### src/rtl/pal_pkg.sv
// pal_pkg: shared types and constants for the positional array list
// holds command and status codes, channel structs, controller states and control structs
// no dependencies
package pal_pkg;

  localparam int CAPACITY    = 256;
  localparam int DATA_WIDTH  = 32;
  localparam int POS_W       = 8;
  localparam int VAL_W       = 32;
  localparam int CNT_FIELD_W = 9;

  typedef enum logic [1:0] {
    CMD_READ   = 2'd0,
    CMD_WRITE  = 2'd1,
    CMD_INSERT = 2'd2,
    CMD_ERASE  = 2'd3
  } cmd_t;

  typedef enum logic [1:0] {
    ST_OK    = 2'd0,
    ST_RANGE = 2'd1,
    ST_FULL  = 2'd2
  } status_t;

  typedef struct packed {
    logic [1:0]       command;
    logic [POS_W-1:0] position;
    logic [VAL_W-1:0] value;
  } in_t;

  typedef struct packed {
    logic [VAL_W-1:0]       read_value;
    logic [1:0]             status;
    logic [CNT_FIELD_W-1:0] count;
  } out_t;

  typedef enum logic [2:0] {
    S_IDLE,
    S_EXEC,
    S_SHIFT,
    S_DRAIN,
    S_PUT,
    S_RESULT
  } state_t;

  typedef struct packed {
    logic load;
    logic exec;
    logic rd_pos;
    logic put;
    logic shift;
    logic drain;
    logic result;
  } ctl_t;

  typedef struct packed {
    cmd_t cmd;
    logic err;
    logic noshift;
    logic last;
  } sts_t;

endpackage

### src/rtl/pal_ctrl.sv
// pal_ctrl: controller state machine sequencing one command at a time
// depends on pal_pkg (states, control and status structs)
module pal_ctrl (
  input  logic          clk,
  input  logic          rst_n,
  input  logic          start,
  output logic          busy,
  input  pal_pkg::sts_t sts,
  output pal_pkg::ctl_t ctl
);

  pal_pkg::state_t state_r;
  pal_pkg::state_t state_nxt;

  always_ff @(posedge clk) begin
    if (!rst_n) begin
      state_r <= pal_pkg::S_IDLE;
    end else begin
      state_r <= state_nxt;
    end
  end

  always_comb begin
    state_nxt = state_r;
    case (state_r)
      pal_pkg::S_IDLE: begin
        if (start) begin
          state_nxt = pal_pkg::S_EXEC;
        end
      end
      pal_pkg::S_EXEC: begin
        if (sts.err || sts.noshift ||
            sts.cmd == pal_pkg::CMD_READ || sts.cmd == pal_pkg::CMD_WRITE) begin
          state_nxt = pal_pkg::S_RESULT;
        end else begin
          state_nxt = pal_pkg::S_SHIFT;
        end
      end
      pal_pkg::S_SHIFT: begin
        if (sts.last) begin
          state_nxt = pal_pkg::S_DRAIN;
        end
      end
      pal_pkg::S_DRAIN: begin
        if (sts.cmd == pal_pkg::CMD_INSERT) begin
          state_nxt = pal_pkg::S_PUT;
        end else begin
          state_nxt = pal_pkg::S_RESULT;
        end
      end
      pal_pkg::S_PUT:    state_nxt = pal_pkg::S_RESULT;
      pal_pkg::S_RESULT: state_nxt = pal_pkg::S_IDLE;
      default:           state_nxt = pal_pkg::S_IDLE;
    endcase
  end

  always_comb begin
    ctl  = '0;
    busy = 1'b1;
    case (state_r)
      pal_pkg::S_IDLE: begin
        busy     = 1'b0;
        ctl.load = start;
      end
      pal_pkg::S_EXEC: begin
        ctl.exec   = 1'b1;
        ctl.rd_pos = !sts.err && sts.cmd == pal_pkg::CMD_READ;
        ctl.put    = !sts.err && (sts.cmd == pal_pkg::CMD_WRITE ||
                     (sts.cmd == pal_pkg::CMD_INSERT && sts.noshift));
      end
      pal_pkg::S_SHIFT:  ctl.shift  = 1'b1;
      pal_pkg::S_DRAIN:  ctl.drain  = 1'b1;
      pal_pkg::S_PUT:    ctl.put    = 1'b1;
      pal_pkg::S_RESULT: ctl.result = 1'b1;
      default:           busy       = 1'b1;
    endcase
  end

endmodule

### config.mk
export PLATFORM = sky130hd
export DESIGN_NAME = pal_ctrl
export DESIGN_NICKNAME = d
export VERILOG_FILES = /design/src/rtl/pal_pkg.sv /design/src/rtl/pal_ctrl.sv
export SDC_FILE = /design/constraint.sdc
export NUM_CORES = 1
export LEC_CHECK = 0
export BUFFER_PORTS_ARGS = -buffer_cell sky130_fd_sc_hd__buf_2
export CORE_AREA = 2 2 39 41
export CTS_CLUSTER_SIZE = 30
export DETAILED_ROUTE_END_ITERATION = 7
export DIE_AREA = 0 0 41 43
export PLACE_DENSITY = 0.45
export SLEW_MARGIN = 10
export SYNTH_ARGS = -nofsm -noshare
export SYNTH_HDL_FRONTEND = slang
export SYNTH_SLANG_ARGS = --single-unit
### constraint.sdc
create_clock -name clk -period 1.7 [get_ports clk]
set_clock_uncertainty 0.15 [all_clocks]
set_input_delay 0.085 -clock clk [delete_from_list [all_inputs] [get_ports clk]]
set_output_delay 0.085 -clock clk [all_outputs]
set_load 0.02 [all_outputs]
==> results of run 1 <==
[worst paths after layout]
| check | start | end | slack [ns] | cells after the start |
|---|---|---|---|---|
| max reg2reg | state_r[1] | state_r[2] | 0.32 | 3 |
| min reg2reg | state_r[2] | state_r[2] | 0.44 | 2 |
| min | sts[4] | state_r[0] | 0.06 | 4 |
| max | state_r[2] | ctl[3] | 0.06 | 3 |
[where the power goes]
part	internal (uW)	switching, uW	total, uW
Sequential	97.6	48.0	146
Clock	88.1	39.6	128
Combinational	131	144	276
Total	317	232	549
[logic make-up (layout without fill, tap and decap cells)]
family                 after synthesis  after routing
AOI/OAI and AO/OA                    9              9
DFF                                  3              3
buffers and inverters                6             23
and+or+nand+nor                     19             19
muxes                                1              1
[cells in the mapped netlist]
library cell,instances
nand2_1,4
nor2_1,4
a21oi_1,3
dfxtp_1,3
inv_1,3
a211o_1,2
or3_1,2
a22oi_2,1
a31oi_1,1
and3b_1,1
buf_2,1
buf_4,1
buf_6,1
mux2_1,1
nand2b_1,1
nor3_1,1
nor3b_1,1
nor3b_2,1
nor4b_1,1
o21ai_0,1
o22ai_2,1
or2b_1,1
or4b_1,1
or4b_4,1
[routing by layer]
layer,up-vias,global-route usage,part of all wire
met5,-,0,0
met4,0,0.0400,0
met3,0,0.0628,0.065
met2,13,0.134,0.46
met1,141,0.137,0.47
li1,173,-,-
[layout by cell type (no fill, tap or decap), types with 2 or more instances in the layout]
master and count:
inv_1 3, nor2_1 4, clkbuf_4 3, nand2_1 4
or3_1 2, a211o_1 2, dfxtp_4 2, buf_2 14
a21oi_1 3
[final cells by class]
class	count	area [um2]	share of cell area
Multi-Input combinational cell	29	209	0.494
Inverter	3	11.3	0.0266
Clock buffer	4	26.3	0.0621
Timing Repair Buffer	16	87.6	0.207
Tap cell	16	20.0	0.0473
Sequential cell	3	68.8	0.163
[worst reg2reg max path: stages (launching register included)]
cell and delay [ns]:
dfxtp_4 0.37, or4b_1 0.53, a21oi_1 0.17, a21oi_1 0.05
[stage by stage]
step	util	setup WS [ns]	hold slack (ns)	instances	power [uW]
global placement	0.271	0.202	0.199	66	415
floorplan	-	0.0887	0.0727	38	356
global route	0.306	0.00223	0.106	71	610
detailed placement	0.271	0.204	0.198	66	414
finish	0.306	0.0649	0.0585	71	549
CTS	0.300	0.0297	0.0599	71	554
[repair_timing]
item / 4_1_cts / 5_1_grt
hold endpoints to repair: 1 / 0
gates cloned: 0 / 0
gates resized for setup: 3 / 3
setup endpoints to repair: 1 / 1
hold buffers: 1 / 0
setup buffers: 0 / 0
==> results.txt, run 1 <==
The run finished with clean final reports. Routability congestion estimate from global placement: 0.675. In this run the clock root is driven by a clkbuf_4.

The cell area that synthesis handed to floorplanning was 298 um2. Total detailed-routing wirelength: 721 um. The run gives 0.104 as the total global routing track utilization.

STA puts the critical path data arrival time at 1.40 ns. Global route total overflow: 0. The synthesis-to-layout area growth was 42.0%. For the final number of hold-violating endpoints, the log shows 0.

The proportion of synthesized area in mux cells was 0.0378. Setup repair after global routing left no endpoint under its margin. Final-report max-slew violation count: 0. The starting density of the core was 0.215; the maximum buffer depth of the clock tree was 2.

Dividing the synthesized area by the synthesized cell count gives 7.84 um2. Register with the highest flop count: state_r. TritonCTS built the clock tree. At the end of the flow, the number of nets in the layout was 64.

After clock tree synthesis, the clock-pin slew on the worst setup and hold paths is 0.04 ns. The share of the clock period used by the worst path was 0.962; the number of clock sinks was 3. The floorplan step defined a core boundary enclosing 1380 um2. At the worst endpoint, the required time is 1.46 ns. The tools report the number of failing setup endpoints in the final timing report as 0. Relative slew slack: 0.843.

In this run the static leakage power is 0.000213 uW. By area, the combinational part of the netlist is dominated by simple AND/OR/NAND/NOR gates. For the finished layout, the period the worst path requires is 1.64 ns. In the final routed layout, each cell accounts on average for 10.2 um. The number of nets handed over by synthesis was 46. The first detailed-routing pass ran for 3 iterations. The run gives 0 as the number of antenna violations at the first check in global routing. The worst setup path is captured at an output port. Entering global routing, the biggest net connects 14 pins. The simple-gate area share of the yosys netlist was 0.412. In the routed design, unresolved DRC markers number 0.

The fraction of the mapped netlist area in compound gates came out at 0.231. For the worst-skew pair, the clock arrives at the later sink with an insertion delay of 0.24 ns. The area share of fa/ha/maj cells after synthesis is 0. Fraction of layout instances using a drive strength above 1: 0.473. Sorting the synthesized cells by area gives the leading types as dfxtp_1 20%, a211o_1 5.9%, a21oi_1 5.0%, nand2_1 5.0%, nor2_1 5.0%. After routing, the total negative slack on setup checks comes to 0 ns. In this run the power density over the cells is 1300 nW/um2. The tools report the via count of the first global-routing pass as 266. The routed layout has 327 vias. In the final layout, the registers with the most flip-flops are state_r (3).

In this run the tool buffered the top-level ports with 15 buffer cells. The post-synthesis sequential area ratio is 0.202, and the total CTS buffers is 3. The area share of the largest cell type after synthesis came out at 0.202. The worst vdd rail ir drop was 360 uV; the count of antenna-violating nets left after detailed routing was 0. The buffers plus inverters on the worst setup path is 1. The global-route wire length before repair is 1.19 mm. Timing would allow up to 612 MHz.

After floorplanning, the core was divided into 14 placement rows. Synthesis handed over a netlist of 38 instances. STA classifies the critical path startpoint as a flop. The worst-path cell with the longest stage delay is or4b_4. The critical path goes through or4b_4, o22ai_2, buf_4.

The die is 43 um tall. The number of H-tree branching levels was 1; the fraction of synthesized cell area in xor and xnor cells was 0. The fill cell instance count of the final layout is 162, and the x dimension of the die is 41 um. For the violation count after the first detailed-routing iteration, the log shows 5.

The type of the tightest min-delay check was primary input to flop. In this run, distinct cell masters in the synthesized netlist total 24. For this run, the number of Yosys warnings is 0. The critical path class is flop to output port. Across the run, the number of max-cap violations was 0. Counting flops and latches in the post-synthesis netlist gives 3. After routing the design area is 423 um2. For the pin with the worst max-slew slack, the measured transition is 0.235 ns. The largest driver fanout on the critical path was 12. The number of diodes was 0; the flip-flop count of the largest register after layout was 3.

In this run the cell area measured after placement is 375 um2. The count of boundary I/O pins is 16. The cell taking the most area after synthesis is dfxtp_1.

On the worst path, the slowest cell contributes a delay of 0.54 ns. The die covers 1760 um2. In this design, the largest share of critical-path delay is due to simple AND/OR/NAND/NOR gates. After detailed routing, the number of vias per cell comes to 4.61.
No activity file was read; power rests on OpenSTA's default activity.
==> run 2: changes to the inputs <==
- ABC_AREA: default -> 1
- PLACE_DENSITY: 0.45 -> 0.42
==> run 2 against run 1 <==
Against the previous run:
- first-iteration DRC count shrank 80%
- non-clock buffer count did not move
- clock power is 5% lower
- register-to-register slack better by 0.22 ns
- via count is 1.2% lower
- core utilization shrank 2.2 points
- clock-buffer cell count unchanged
- die area is the same
- synthesized cell count grew 21%
- flip-flop and latch count stayed put
- sequential share of layout area is 0.99 points lower
- critical endpoint is now ctl[4]
==> results.txt, run 2 <==
Final-report max-slew violation count: 0 (unchanged). The logs give 931 um (was 1.19 mm) for the global-route wire length before repair and 263 uV (was 360 uV) for the worst vdd rail ir drop. Type of the tightest min-delay check: primary input to flop (unchanged). The site row count was 14 (unchanged); the worst reg-to-reg path cell count was 6 (was 3). The logs give 0.230 (was 0.202) for the post-synthesis sequential area ratio and 0 (unchanged) for the DRC violations left. The simple-gate area share of the yosys netlist was 0.517 (was 0.412); the count of vias placed by the detailed router was 323 (was 327). The full die area is 1760 um2 (unchanged), and the routed length per instance is 7.39 um (was 10.2 um). For the global route total overflow, the log shows 0 (unchanged). Max-capacitance violation count: 0 (unchanged). The worst-margin pin slew was 0.252 ns (was 0.235 ns); the maximum buffer depth of the clock tree was 2 (unchanged).

The cell count of the worst hold path was 4 (unchanged); the proportion of synthesized area in mux cells was 0 (was 0.0378). The fraction of synthesized cell area in xor and xnor cells is 0 (unchanged). The tools report the total CTS buffers as 3 (unchanged). The tools report the number of cells upsized or downsized after cts as 0 (was 3). Fraction of the mapped netlist area in compound gates: 0.0957 (was 0.231).

The tools report the critical path launch point type as a flop (unchanged). The area share of the largest cell type after synthesis was 0.230 (was 0.202); the maximum clock frequency was 697 MHz (was 612 MHz). The fraction of layout instances using a drive strength above 1 is 0.409 (was 0.473). The tools report the synthesized netlist net count as 54 (was 46). The total area of multi-input combinational cells is 160 um2 (was 209 um2), and the routability congestion estimate from global placement is 0.741 (was 0.675).

The worst setup slack before clock tree synthesis was 0.485 ns (was 0.204 ns). The number of diodes was 0 (unchanged); the clock transition at the registers of the reported paths was 0.03 ns (was 0.04 ns). The number of H-tree branching levels came out at 1 (unchanged).

Setup repair after global routing left no endpoint under its margin. The vias per cell was 3.94 (was 4.61). The critical path class is flop to output port (unchanged). The logs give 1 (was 5) for the violation count after the first detailed-routing iteration and 262 um2 (was 298 um2) for the post-synth design cell area. Number of warning messages in the yosys log: 0 (unchanged). The flow ran to the end, and the final reports show no timing, DRC or antenna violations. The number of iterations in the first detailed-routing pass was 2 (was 3); the area taken by flip-flops and latches was 60.1 um2 (was 68.8 um2). The most common cell after layout, fill and taps aside is buf_2 (unchanged). The relative slew slack is 0.831 (was 0.843). Register with the highest flop count: state_r (unchanged). The slack of the worst reg-to-reg path is 0.54 ns (was 0.32 ns).

The cell count after synthesis came out at 46 (was 38). Count of buffers from port buffering: 15 (unchanged). The HPWL after detailed placement came out at 533 um.

The power density normalized to cell area is 856 nW/um2 (was 1300 nW/um2), and the post-synthesis area per instance is 5.68 um2 (was 7.84 um2). The logs give 3 (unchanged) for the number of clock sinks and 0.264 ns (was 0.0649 ns) for the final worst-path setup slack. Ranking of synthesized cells by instance count: 9 x nand2_1, 8 x inv_1, 6 x nand3_1 (was 4 x nand2_1, 4 x nor2_1, 3 x a21oi_1, 3 x dfxtp_1, 3 x inv_1). The final sum of negative setup slack was 0 ns (unchanged); the total global routing track utilization was 0.0782 (was 0.104). The most common cell in the synthesized netlist is nand2_1.

Top flip-flop cell by instance count after synthesis: dfxtp_1 (unchanged). TritonCTS built the clock tree. Flip-flop count of the largest register after layout: 3 (unchanged).

The largest family of logic cells by synthesized area was simple AND/OR/NAND/NOR gates (unchanged). Top area cells in the synthesized netlist: dfxtp_1 23%, nand2_1 13%, nand3_1 11%, inv_1 11%, nand2_2 7.2% (was dfxtp_1 20%, a211o_1 5.9%, a21oi_1 5.0%, nand2_1 5.0%, nor2_1 5.0%). For the reported leakage power, the log shows 0.000228 uW (was 0.000213 uW).

Top library cells by usage in the layout, fill and taps aside: 15 x buf_2, 9 x nand2_1, 8 x inv_1, 6 x nand3_1 (was 14 x buf_2, 4 x nand2_1, 4 x nor2_1). The endpoint required time on the critical path is 1.46 ns (about the same), and the time the final worst path needs with I/O delays and setup is 1.44 ns (was 1.64 ns). The kind of end point of the critical path is an output port (unchanged).

The area share of fa/ha/maj cells after synthesis is 0 (unchanged). Data arrival at the endpoint of the critical path: 1.20 ns (was 1.40 ns). The fill cell instance count of the final layout was 162 (unchanged). The count of antenna-violating nets left after detailed routing is 0 (unchanged), and the vertical die dimension is 43 um (unchanged).

The total detailed-routing wirelength is 606 um (was 721 um). Biggest registers after layout: state_r (3) (unchanged). Clock latency reported for the late side of the worst-skew pair: 0.23 ns (was 0.24 ns).

The largest driver fanout on the critical path came out at 5 (was 12). The synthesis-stage register bit count works out to 3 (unchanged). For the starting density of the core, the log shows 0.189 (was 0.215). The via count of the first global-routing pass is 274 (was 266), and the net total in the final layout is 75 (was 64).

The number of antenna violations at the first check in global routing is 0 (unchanged). For the number of failing setup endpoints in the final timing report, the log shows 0 (unchanged). The count of boundary I/O pins is 16 (unchanged), and the share of the clock period used by the worst path is 0.845 (was 0.962). The synthesis-to-layout area growth was 50.2% (was 42.0%); the area of the core was 1380 um2 (unchanged). The final number of hold-violating endpoints is 0 (unchanged), and the fraction of registers with async set or reset after synthesis is 0 (unchanged). Cell taking the most area after synthesis: dfxtp_1 (unchanged). Count of flip-flops with a built-in enable after synthesis: 0 (unchanged). Root cell of the clock tree: clkbuf_4 (unchanged). The x dimension of the die came out at 41 um (unchanged). The largest net degree at the start of global routing came out at 9 (was 14). Number of different library cells in the post-synthesis netlist: 14 (was 24).
## run 2: changes by cell type after synthesis, sizes merged, moves of 2 or more
cell,before,now
inv,3,11
or3,2,0
nor2,4,6
or4b,2,0
a211o,2,0
nand2,4,12
buf,3,0
nor3b,2,0
o21ai,1,3
nand4,0,2
nand3,0,6
## run 2: path summary, 6_finish.rpt
path	endpoint	from
setup / recovery	ctl[4]	state_r[1]
hold / removal	state_r[1]	sts[1]
setup reg to reg	state_r[0]	state_r[1]
hold reg to reg	state_r[1]	state_r[1]
## run 2: stage by stage
step | hold WS [ns] | total power (uW) | cells | cell area (um2) | utilization
floorplan | 0.0942 | 177 | 46 | 262 | -
global placement | 0.194 | 218 | 77 | 357 | 0.258
detailed placement | 0.195 | 216 | 77 | 357 | 0.258
CTS | 0.0548 | 344 | 82 | 393 | 0.284
global route | 0.0646 | 362 | 82 | 393 | 0.284
finish | 0.0536 | 336 | 82 | 393 | 0.284
## run 2: what timing repair did
item                      in CTS  in global routing
hold endpoints to repair       3                  0
hold buffers                   1                  0
setup buffers                  0                  0
## run 2: worst max-delay path, stage by stage (launching register included)
cell	delay (ns)
dfxtp_1	0.34
inv_2	0.08
nand2_2	0.07
nor2_4	0.13
nand2_1	0.06
nor3_1	0.11
buf_2	0.18
## run 2: routing by layer
layer  vias up  routed length [um]  GRT usage
li1        183                   -          -
met1       137                 250     0.0897
met2         3                 328      0.119
met3         0                  28     0.0157
met4         0                   0     0.0600
met5         -                   0          0
## run 2: kinds of logic after synthesis
group / after synthesis
AND/OR/NAND/NOR: 27
buffers and inverters: 11
AO/OA/AOI/OAI: 5
flip-flops: 3
## run 2: where the power goes
part / internal, uW / total, uW / switching (uW)
Combinational: 44.5 / 126 / 81.5
Clock: 87.7 / 121 / 33.1
Sequential: 78.5 / 89.3 / 10.8
Total: 211 / 336 / 125
## run 2: cell type report
class | instances | share of cell area
timing repair buffer | 16 | 0.217
inverter | 11 | 0.105
clock buffer | 4 | 0.0669
tap | 16 | 0.0510
multi-input combinational | 32 | 0.408
sequential | 3 | 0.153
